--- src/bol_pkg.sv ---
// ----------------------------------------------------------------------------
// bol_pkg: shared types and constants for the bounded ordered list
// Depth, widths, command and status codes, controller state encoding.
// ----------------------------------------------------------------------------
package bol_pkg;

  localparam int unsigned Depth = 16;
  localparam int unsigned WordW = 32;
  localparam int unsigned AddrW = (Depth > 1) ? $clog2(Depth) : 1;
  localparam int unsigned CntW  = $clog2(Depth + 1);

  typedef logic [CntW-1:0]  cnt_t;
  typedef logic [AddrW-1:0] addr_t;
  typedef logic [WordW-1:0] word_t;

  typedef enum logic [1:0] {
    CMD_PUSH_FRONT = 2'd0,
    CMD_POP_BACK   = 2'd1,
    CMD_INSERT     = 2'd2,
    CMD_FIND       = 2'd3
  } cmd_e;

  typedef enum logic [1:0] {
    ST_DONE  = 2'd0,
    ST_FULL  = 2'd1,
    ST_EMPTY = 2'd2
  } status_e;

  typedef enum logic [5:0] {
    S_IDLE     = 6'b000001,
    S_SCAN_RD  = 6'b000010,
    S_SCAN_CMP = 6'b000100,
    S_SHIFT_RD = 6'b001000,
    S_SHIFT_WR = 6'b010000,
    S_PLACE    = 6'b100000
  } state_e;

endpackage

--- src/bol_ram.sv ---
// ----------------------------------------------------------------------------
// bol_ram: generic single-clock RAM
// One write port, one read port, read data registered.
// ----------------------------------------------------------------------------
module bol_ram #(
  parameter int unsigned Width = 32,
  parameter int unsigned Depth = 16
) (
  input  logic                                   clk_i,
  input  logic                                   we_i,
  input  logic [((Depth > 1) ? $clog2(Depth) : 1)-1:0] waddr_i,
  input  logic [Width-1:0]                       wdata_i,
  input  logic [((Depth > 1) ? $clog2(Depth) : 1)-1:0] raddr_i,
  output logic [Width-1:0]                       rdata_o
);

  logic [Width-1:0] mem_q [Depth];

  always_ff @(posedge clk_i) begin
    if (we_i) begin
      mem_q[waddr_i] <= wdata_i;
    end
    rdata_o <= mem_q[raddr_i];
  end

endmodule

--- src/bounded_ordered_list_top.sv ---
// ----------------------------------------------------------------------------
// bounded_ordered_list_top: bounded list of signed words, head to tail
// Push front, pop back, ordered insert and find over a RAM-held list.
// ----------------------------------------------------------------------------
// Usage:
//   Drive command_i/value_i and raise start while busy is low; the
//   transaction is taken at that clock edge. Exactly one result follows,
//   shown on status_o/found_o/position_o/count_o for one cycle while
//   done_o is high. The receiver cannot stall; done_o drops after
//   that cycle.
// Steps: pop back, any push to a full list and find on an empty list
// finish straight from idle. Find scans from the head until a match or
// the tail. Ordered insert scans for the first entry not below the value,
// then moves entries up from the tail down to that gap and places the
// value there; push front moves every entry and places at the head.
// Each scan step and each shift step is a read state followed by a
// compare or write state, as the single RAM read port allows.
// A new command may be started in the cycle done_o is high.
// Reset empties the list; entry contents are left as they are.
// ----------------------------------------------------------------------------
module bounded_ordered_list_top
  import bol_pkg::*;
(
  input  logic        clk_i,
  input  logic        rst_ni,
  input  logic        start,
  output logic        busy,
  input  logic [1:0]  command_i,
  input  logic signed [31:0] value_i,
  output logic        done_o,
  output logic [1:0]  status_o,
  output logic        found_o,
  output logic [3:0]  position_o,
  output logic [4:0]  count_o
);

  state_e state_q, state_d;
  cmd_e   cmd_q, cmd_d;
  word_t  val_q, val_d;
  cnt_t   cnt_q, cnt_d;     // entries held
  cnt_t   idx_q, idx_d;     // scan index
  cnt_t   pos_q, pos_d;     // insert position
  cnt_t   ptr_q, ptr_d;     // shift destination

  logic      done_q, done_d;
  status_e   status_q, status_d;
  logic      found_q, found_d;
  logic [3:0] posout_q, posout_d;

  logic  ram_we;
  addr_t ram_waddr, ram_raddr;
  word_t ram_wdata, ram_rdata;

  logic  hit;
  cnt_t  idx_nxt;
  logic [31:0] idx_wide, cnt_wide;

  bol_ram #(
    .Width (WordW),
    .Depth (Depth)
  ) u_ram (
    .clk_i   (clk_i),
    .we_i    (ram_we),
    .waddr_i (ram_waddr),
    .wdata_i (ram_wdata),
    .raddr_i (ram_raddr),
    .rdata_o (ram_rdata)
  );

  // Compare the entry just read against the search value.
  always_comb begin
    if (cmd_q == CMD_FIND) begin
      hit = (ram_rdata == val_q);
    end else begin
      hit = ($signed(ram_rdata) >= $signed(val_q));
    end
  end

  assign idx_nxt  = idx_q + cnt_t'(1);
  assign idx_wide = 32'(idx_q);

  always_comb begin
    state_d   = state_q;
    cmd_d     = cmd_q;
    val_d     = val_q;
    cnt_d     = cnt_q;
    idx_d     = idx_q;
    pos_d     = pos_q;
    ptr_d     = ptr_q;
    done_d    = 1'b0;
    status_d  = status_q;
    found_d   = found_q;
    posout_d  = posout_q;
    ram_we    = 1'b0;
    ram_waddr = ptr_q[AddrW-1:0];
    ram_wdata = ram_rdata;
    ram_raddr = idx_q[AddrW-1:0];

    unique case (state_q)
      S_IDLE: begin
        if (start) begin
          cmd_d    = cmd_e'(command_i);
          val_d    = word_t'(value_i);
          idx_d    = '0;
          pos_d    = '0;
          ptr_d    = cnt_q;
          status_d = ST_DONE;
          found_d  = 1'b0;
          posout_d = '0;
          unique case (cmd_e'(command_i))
            CMD_POP_BACK: begin
              done_d = 1'b1;
              if (cnt_q == '0) begin
                status_d = ST_EMPTY;
              end else begin
                cnt_d = cnt_q - cnt_t'(1);
              end
            end
            CMD_PUSH_FRONT, CMD_INSERT: begin
              if (cnt_q == cnt_t'(Depth)) begin
                done_d   = 1'b1;
                status_d = ST_FULL;
              end else if (cmd_e'(command_i) == CMD_PUSH_FRONT || cnt_q == '0) begin
                state_d = S_SHIFT_RD;
              end else begin
                state_d = S_SCAN_RD;
              end
            end
            CMD_FIND: begin
              if (cnt_q == '0) begin
                done_d = 1'b1;
              end else begin
                state_d = S_SCAN_RD;
              end
            end
            default: ;
          endcase
        end
      end

      S_SCAN_RD: begin
        state_d = S_SCAN_CMP;
      end

      S_SCAN_CMP: begin
        if (hit) begin
          if (cmd_q == CMD_FIND) begin
            done_d   = 1'b1;
            found_d  = 1'b1;
            posout_d = idx_wide[3:0];
            state_d  = S_IDLE;
          end else begin
            pos_d   = idx_q;
            state_d = S_SHIFT_RD;
          end
        end else if (idx_nxt == cnt_q) begin
          if (cmd_q == CMD_FIND) begin
            done_d  = 1'b1;
            state_d = S_IDLE;
          end else begin
            pos_d   = cnt_q;
            state_d = S_SHIFT_RD;
          end
        end else begin
          idx_d   = idx_nxt;
          state_d = S_SCAN_RD;
        end
      end

      // Move entries up by one from the tail down to the gap.
      S_SHIFT_RD: begin
        if (ptr_q == pos_q) begin
          state_d = S_PLACE;
        end else begin
          ram_raddr = AddrW'(ptr_q - cnt_t'(1));
          state_d   = S_SHIFT_WR;
        end
      end

      S_SHIFT_WR: begin
        ram_we  = 1'b1;
        ptr_d   = ptr_q - cnt_t'(1);
        state_d = S_SHIFT_RD;
      end

      S_PLACE: begin
        ram_we    = 1'b1;
        ram_waddr = pos_q[AddrW-1:0];
        ram_wdata = val_q;
        cnt_d     = cnt_q + cnt_t'(1);
        done_d    = 1'b1;
        state_d   = S_IDLE;
      end

      default: state_d = S_IDLE;
    endcase
  end

  always_ff @(posedge clk_i or negedge rst_ni) begin
    if (!rst_ni) begin
      state_q <= S_IDLE;
      cnt_q   <= '0;
      done_q  <= 1'b0;
    end else begin
      state_q <= state_d;
      cnt_q   <= cnt_d;
      done_q  <= done_d;
    end
  end

  always_ff @(posedge clk_i) begin
    cmd_q    <= cmd_d;
    val_q    <= val_d;
    idx_q    <= idx_d;
    pos_q    <= pos_d;
    ptr_q    <= ptr_d;
    status_q <= status_d;
    found_q  <= found_d;
    posout_q <= posout_d;
  end

  assign cnt_wide   = 32'(cnt_q);
  assign busy       = (state_q != S_IDLE);
  assign done_o     = done_q;
  assign status_o   = status_q;
  assign found_o    = found_q;
  assign position_o = posout_q;
  assign count_o    = cnt_wide[4:0];

`ifndef SYNTHESIS
  // A result only ever appears once the controller is back at rest.
  a_done_idle: assert property (@(posedge clk_i) disable iff (!rst_ni)
    done_o |-> !busy) else $error("result while busy");

  // The entry count never exceeds the depth.
  a_cnt_bound: assert property (@(posedge clk_i) disable iff (!rst_ni)
    cnt_q <= cnt_t'(Depth)) else $error("count above depth");

  // A RAM write never happens at rest.
  a_we_busy: assert property (@(posedge clk_i) disable iff (!rst_ni)
    ram_we |-> busy) else $error("RAM write while idle");

  // The count changes by at most one and only with a result.
  a_cnt_step: assert property (@(posedge clk_i) disable iff (!rst_ni)
    (cnt_q != $past(cnt_q)) |-> done_o) else $error("count moved without result");
`endif

endmodule
--- config.mk ---
export PLATFORM = sky130hd
export DESIGN_NAME = bounded_ordered_list_top
export DESIGN_NICKNAME = d
export VERILOG_FILES = /design/src/bol_pkg.sv /design/src/bol_ram.sv /design/src/bounded_ordered_list_top.sv
export SDC_FILE = /design/constraint.sdc
export NUM_CORES = 1
export LEC_CHECK = 0
export BUFFER_PORTS_ARGS = -buffer_cell sky130_fd_sc_hd__buf_2
export CAP_MARGIN = 20
export CORE_MARGIN = 1.5
export CORE_UTILIZATION = 30
export CTS_CLUSTER_DIAMETER = 100
export CTS_CLUSTER_SIZE = 16
export DETAILED_ROUTE_END_ITERATION = 8
export GPL_ROUTABILITY_DRIVEN = 0
export GPL_TIMING_DRIVEN = 0
export HOLD_SLACK_MARGIN = 0.15
export PLACE_DENSITY = 0.45
export SLEW_MARGIN = 10
export SYNTH_ARGS = -nofsm -noshare
export SYNTH_HDL_FRONTEND = slang
export SYNTH_SLANG_ARGS = --single-unit
--- constraint.sdc ---
create_clock -name clk_i -period 3.9 [get_ports clk_i]
set_input_delay 0.39 -clock clk_i [delete_from_list [all_inputs] [get_ports clk_i]]
set_output_delay 0.39 -clock clk_i [all_outputs]
set_load 0.005 [all_outputs]
==> metrics.txt, run 1 <==
number of synthesized flops with an enable pin 568; setup_tns 0 ns; number of standard cells after synthesis 1609; master cell of the clock root buffer sky130_fd_sc_hd__clkbuf_16; detailed-route vias per instance 4.95; wire length of the first global-routing pass 103 mm; buffers from clock root to sink, at most 3; Vias 14256; CTS tree built; Pre-antenna DRT Iters 7; number of antenna violations at the first check in global routing 0; ANT nets after route 0; worst ir drop on vdd 0.000290 V; combined buffer and inverter count along the critical path 2; Num Clock Sinks 612; placed wire-length estimate after detailed placement 45.5 mm; MaxCap Viol Count 0; # Post-CTS Setup Buffers 0; total nets after synthesis between 1500 and 2000; area taken by flip-flops and latches 0.0180 mm2; kind of end point of the critical path flop; share of final-layout standard cells stronger than drive strength 1 12.6%; Avg Cell Area, Syn roughly 15 um2; total routing resource utilization after global routing 16.6%; number of top-level pins between 50 and 60; CP max stage delay 0.81 ns; vertical die dimension 291 um; standby leakage power 10.2 nW; cell type of the slowest stage on the worst timing path sky130_fd_sc_hd__o22ai_1; final standard cell area without fillers roughly 0.029 mm2; starting density of the core 30.3%; number of buffers added on ports 50; power density over the cells around 660 mW/mm2; count of instances resized after the clock tree is built 0; path category of the worst min-delay check input pin to async pin; Reg clk slew, reported paths 0.08 ns; Cell Area, Placed 0.0271 mm2; gate family responsible for the most delay along the worst path simple AND/OR/NAND/NOR gates; Pins Over Slew Limit 0; maximum net fanout on the critical path 10; cts bufs inserted 44; area of the multi-input gates 0.00630 mm2; DRC violation count after routing 0; post-route clock skew 0.0283 ns; routed wire length 70.6 mm; signed area change from the synthesized netlist to the final layout 15.7%; Final Power 0.0189 W; width of the die 291 um; RSZ-0062 raised after global routing no; GRT Residual Overflow 0; Peak Freq 273 MHz; arrival time at the worst endpoint 4.10 ns; Final Cycle Share 94.0%; cell types occupying the most area after synthesis sky130_fd_sc_hd__edfxtp_1 (69%), sky130_fd_sc_hd__mux2i_1 (7.8%), sky130_fd_sc_hd__dfxtp_1 (2.6%), sky130_fd_sc_hd__nand2_1 (1.9%), sky130_fd_sc_hd__ha_1 (1.9%); type of the worst setup path flop to flop; sequential fraction of the synthesis area 72.5%; Post-Route Utilization 35.0%; count of standard-cell rows 105; ANT cells 0; headroom to the max-slew limit between 20 and 25%; placeable core area a little over 0.08 mm2; net count of the finished layout 1852; DRC marker count from the first detailed-route iteration 1046; Tmin final 3.67 ns; die area 0.0845 mm2; pin count of the biggest net entering global routing 25; Post-CTS Hold Fix Bufs 35; count of unique library cells instantiated by Yosys 70; post-detailed-route wirelength per cell ~24 um; deepest level of the CTS H-tree 2; via count of the first global-routing pass between 10000 and 15000; Worst Path Required 4.34 ns; Mapped Area 0.0248 mm2; final worst hold slack between 0.2 and 0.25 ns; most used flip-flop cell after synthesis sky130_fd_sc_hd__edfxtp_1; final setup fails 0; clk_lat worst skew just over 0.6 ns; Final Hold Vio Count 0; cell type with the highest aggregate area in the netlist sky130_fd_sc_hd__edfxtp_1; worst path cell trace buf_2 > nor4_4 > nand3_1 > o22ai_1 > nor2_1 > clkbuf_1 > nand2_1 > a21oi_1 > or4_1; async set-or-reset flop fraction in the synthesized netlist 1.96%; Synthesis Warnings 0; flops & latches, synth about 600; run status finished clean; Yosys top cell area share between 60 and 70%; category of the worst setup path launch point flop; FILL cells 7920; Slew @ Worst Pin 1.12 ns
[metal layers]
metal / wire length (um) / up-vias / GRT usage [%]
li1: - / 6589 / -
met1: 33400 / 7341 / 22.9
met2: 33600 / 249 / 27.8
met3: 2260 / 77 / 2.13
met4: 1330 / 0 / 3.77
met5: 0 / - / 0
[through the flow]
stage | cells | setup WS, ns
3_3_place_gp | 2729 | -2.08
4_1_cts | 2879 | 0.0811
2_1_floorplan | 1609 | 0.704
6_report | 2881 | 0.234
5_1_grt | 2881 | 0.0140
3_5_place_dp | 2764 | 0.0845
[cells in the mapped netlist (all sizes together) (6+ instances only)]
| cell | instances |
|---|---|
| xor2 | 6 |
| dfxtp | 32 |
| dfrtp | 11 |
| a31oi | 8 |
| edfxtp | 568 |
| o31ai | 7 |
| nand3 | 45 |
| or4 | 36 |
| o221ai | 33 |
| o22ai | 67 |
| a21oi | 56 |
| inv | 47 |
| buf | 55 |
| clkbuf | 31 |
| nor3b | 7 |
| nand4 | 12 |
| nand2 | 128 |
| o21ai | 78 |
| xnor2 | 16 |
| mux2i | 194 |
| ha | 37 |
| and2 | 7 |
| a21o | 34 |
| nor2 | 36 |
| nor3 | 7 |
[worst paths after layout]
| check | startpoint | to | slack, ns | depth (start not counted) |
|---|---|---|---|---|
| max in group asynchronous | rst_ni | state_q[0] | 3.38 | 2 |
| worst min register to register | u_ram.mem_q[4][19] | u_ram.rdata_o[19] | 0.60 | 3 |
| worst min-delay path | rst_ni | count_o[3] | 0.22 | 2 |
| worst max-delay path | state_q[1] | u_ram.rdata_o[28] | 0.23 | 9 |
| worst max register to register | state_q[1] | u_ram.rdata_o[28] | 0.23 | 9 |
| min in group clk_i | start | done_o | 0.29 | 3 |
[sequential cells by signal, summed over array words and instances, names as in the netlist]
name           flops
pos_q              5
val_q             32
status_o           2
ptr_q              5
done_o             1
u_ram.rdata_o     32
position_o         4
u_ram.mem_q      512
cmd_q              2
found_o            1
count_o            5
idx_q              5
state_q            6
[kinds of logic after synthesis]
| family | after synthesis | share of synthesized area (%) |
|---|---|---|
| AND/OR/NAND/NOR | 301 | 6.06 |
| AO/OA/AOI/OAI | 305 | 8.05 |
| flip-flops | 612 | 72.5 |
| buffers and inverters | 133 | 2.61 |
| XOR/XNOR | 22 | 0.807 |
| adder cells (fa/ha/maj) | 39 | 1.99 |
| multiplexers | 197 | 7.98 |
[area by class of cell]
class / count / area share (%)
Inverter: 47 / 0.614
Clock inverter: 4 / 0.148
Timing Repair Buffer: 122 / 4.10
Tap cell: 1070 / 4.66
Buffer: 86 / 1.64
Multi-Input combinational cell: 864 / 21.9
Sequential cell: 612 / 62.7
Clock buffer: 76 / 4.25
[power breakdown]
group | switching [W] | leakage, nW | internal [W]
Combinational | 0.00381 | 3.99 | 0.00190
Sequential | 0.000312 | 5.59 | 0.00844
Clock | 0.00226 | 0.600 | 0.00214
Total | 0.00639 | 10.2 | 0.0125
[layout by cell type, fill, tap and decap left out, types with 34 or more instances in the layout]
master and n:
sky130_fd_sc_hd__edfxtp_1 568, sky130_fd_sc_hd__a21o_1 34, sky130_fd_sc_hd__buf_2 85, sky130_fd_sc_hd__clkbuf_16 44
sky130_fd_sc_hd__dlygate4sd3_1 35, sky130_fd_sc_hd__o21ai_0 47, sky130_fd_sc_hd__a21oi_1 56, sky130_fd_sc_hd__nand2_1 127
sky130_fd_sc_hd__clkbuf_1 63, sky130_fd_sc_hd__inv_1 46, sky130_fd_sc_hd__ha_1 37, sky130_fd_sc_hd__nand3_1 45
sky130_fd_sc_hd__or4_1 36, sky130_fd_sc_hd__o22ai_1 67, sky130_fd_sc_hd__mux2i_1 193
No activity file was read; power rests on OpenSTA's default activity.
==> run 2: changes to the inputs <==
- CORE_UTILIZATION: 30 -> 57
- PLACE_DENSITY: 0.45 -> 0.74
==> metrics.txt, run 2 (synthesized netlist as in run 1, its figures left out) <==
run status finished clean; CP max stage delay 0.60 ns; Worst Path Required 4.35 ns; width of the die 212 um; final standard cell area without fillers 0.0282 mm2; type of the worst setup path flop to flop; Final Cycle Share between 90 and 100%; cell type of the slowest stage on the worst timing path sky130_fd_sc_hd__or4_1; worst r2r dst u_ram.rdata_o[28]; deepest level of the CTS H-tree 2; Post-CTS Hold Fix Bufs 35; number of buffers added on ports 50; startpoint of the worst-slack reg-to-reg timing path ptr_q[0]; cts bufs inserted 44; number of cells traversed by the worst register-to-register path 12; buffers from clock root to sink, at most 3; share of final-layout standard cells stronger than drive strength 1 13.0%; ANT nets after route 0; master cell of the clock root buffer sky130_fd_sc_hd__clkbuf_16; setup_tns 0 ns; signed area change from the synthesized netlist to the final layout 13.6%; largest reg by FF count u_ram.mem_q; Final Hold Vio Count 0; starting density of the core between 50% and 60%; combined buffer and inverter count along the critical path 5; net count of the finished layout 1861; RSZ-0062 raised after global routing no; power density over the cells 664 mW/mm2; Slew @ Worst Pin 1.11 ns; post-route clock skew 0.0287 ns; Peak Freq 276 MHz; register-to-register setup slack 0.27 ns; count of placed standard cells including taps between 2000 and 2500; count of standard-cell rows 76; final setup fails 0; standby leakage power 10.2 nW; max FFs per register 512; MaxCap Viol Count 0; commonest non-fill, non-tap cells in the layout sky130_fd_sc_hd__edfxtp_1 (568), sky130_fd_sc_hd__mux2i_1 (193), sky130_fd_sc_hd__nand2_1 (127); wire length of the first global-routing pass just over 90 mm; count of instances resized after the clock tree is built 0; placeable core area 0.0430 mm2; CTS tree built; total routing resource utilization after global routing 28.0%; GRT Residual Overflow 0; final worst hold slack 0.229 ns; leading cell type in the layout, fill and taps excluded sky130_fd_sc_hd__edfxtp_1; routed wire length 61.5 mm; ANT cells 0; Cell Area, Placed 0.0265 mm2; number of top-level pins 51; worst path cell trace buf_4 > inv_1 > ha_1 > clkbuf_1 > inv_1 > o211ai_2 > a21boi_0 > mux2i_2 > clkbuf_1 > a21o_1 > o221ai_1 > or4_1; clk_lat worst skew 0.60 ns; worst ir drop on vdd 0.000372 V; Reg clk slew, reported paths 0.08 ns; detailed-route vias per instance 6.31; registers with the most flip-flops u_ram.mem_q x512, u_ram.rdata_o x32, val_q x32; # Post-CTS Setup Buffers 0; category of the worst setup path launch point flop; Pins Over Slew Limit 0; non-filler instance count after layout 2406; pin count of the biggest net entering global routing 24; maximum net fanout on the critical path 10; Vias 15178; Tmin final 3.63 ns; DRC marker count from the first detailed-route iteration 1680; arrival time at the worst endpoint slightly above 4 ns; gate family responsible for the most delay along the worst path buffers and inverters; number of antenna violations at the first check in global routing 1; die area 0.0448 mm2; kind of end point of the critical path flop; placed wire-length estimate after detailed placement 39.8 mm; Num Clock Sinks 612; headroom to the max-slew limit 25.9%; Pre-antenna DRT Iters 8; path category of the worst min-delay check input pin to async pin; post-detailed-route wirelength per cell between 20 and 30 um; DRC violation count after routing 0; vertical die dimension 212 um; via count of the first global-routing pass about 15000
## run 2: cell types whose count changed in the layout (fill, tap and decap cells not counted)
cell	before	now
sky130_fd_sc_hd__buf_16	6	13
sky130_fd_sc_hd__buf_4	22	28
sky130_fd_sc_hd__buf_12	14	5
sky130_fd_sc_hd__buf_2	85	92
sky130_fd_sc_hd__buf_6	12	10
sky130_fd_sc_hd__o21ai_1	30	18
sky130_fd_sc_hd__clkinv_4	2	0
sky130_fd_sc_hd__o21ai_0	47	59
sky130_fd_sc_hd__clkbuf_1	63	65
sky130_fd_sc_hd__clkinv_8	1	2
## run 2: worst register-to-register path: stages (launching register included)
cell and delay [ns]:
sky130_fd_sc_hd__edfxtp_1 0.37, sky130_fd_sc_hd__buf_4 0.19, sky130_fd_sc_hd__inv_1 0.10, sky130_fd_sc_hd__ha_1 0.15
sky130_fd_sc_hd__clkbuf_1 0.29, sky130_fd_sc_hd__inv_1 0.14, sky130_fd_sc_hd__o211ai_2 0.10, sky130_fd_sc_hd__a21boi_0 0.13
sky130_fd_sc_hd__mux2i_2 0.50, sky130_fd_sc_hd__clkbuf_1 0.58, sky130_fd_sc_hd__a21o_1 0.16, sky130_fd_sc_hd__o221ai_1 0.19
sky130_fd_sc_hd__or4_1 0.60
## run 2: where the power goes
part           internal [W]  total (W)  switching, W
sequential          0.00844    0.00873      0.000298
clock               0.00215    0.00434       0.00219
combinational       0.00195    0.00564       0.00369
total                0.0125     0.0187       0.00617
## run 2: metal layers
layer	GRT usage, %	routed length, um	part of all wire (%)
met4	11.6	2200	3.6
met3	4.82	5580	9.1
met1	38.3	24400	40
met2	45.0	29300	48
met5	0	13	0.021
## run 2: how the worst max path moves through the flow
stage,to,slack [ns],start,depth (start not counted)
2_1_floorplan,u_ram.mem_q[7][0],0.70,state_q[3],5
3_3_place_gp,u_ram.mem_q[7][16],-1.49,state_q[3],5
3_5_place_dp,u_ram.rdata_o[28],0.33,ptr_q[0],12
4_1_cts,idx_q[3],0.32,val_q[1],9
5_1_grt,u_ram.rdata_o[28],0.15,ptr_q[0],12
6_report,u_ram.rdata_o[28],0.27,ptr_q[0],12
## run 2: metrics by stage
step / utilization, % / total power, W / setup slack [ns]
final: 65.6 / 0.0187 / 0.272
after global routing: 65.6 / 0.0194 / 0.149
after detailed placement: 61.7 / 0.0143 / 0.333
after CTS: 65.5 / 0.0186 / 0.324
after floorplan: - / 0.0124 / 0.704
after global placement: 60.0 / 0.0139 / -1.49
## run 2: final cells by class
| type | instances | area (um2) |
|---|---|---|
| well taps | 585 | 732 |
| clock buffers | 78 | 1230 |
| plain buffers | 86 | 470 |
| flip-flops and latches | 612 | 18000 |
| multi-input cells | 864 | 6300 |
| fillers | 3004 | 14800 |
| repair buffers | 131 | 1250 |
| inverters | 47 | 176 |
| clock inverters | 3 | 41.3 |
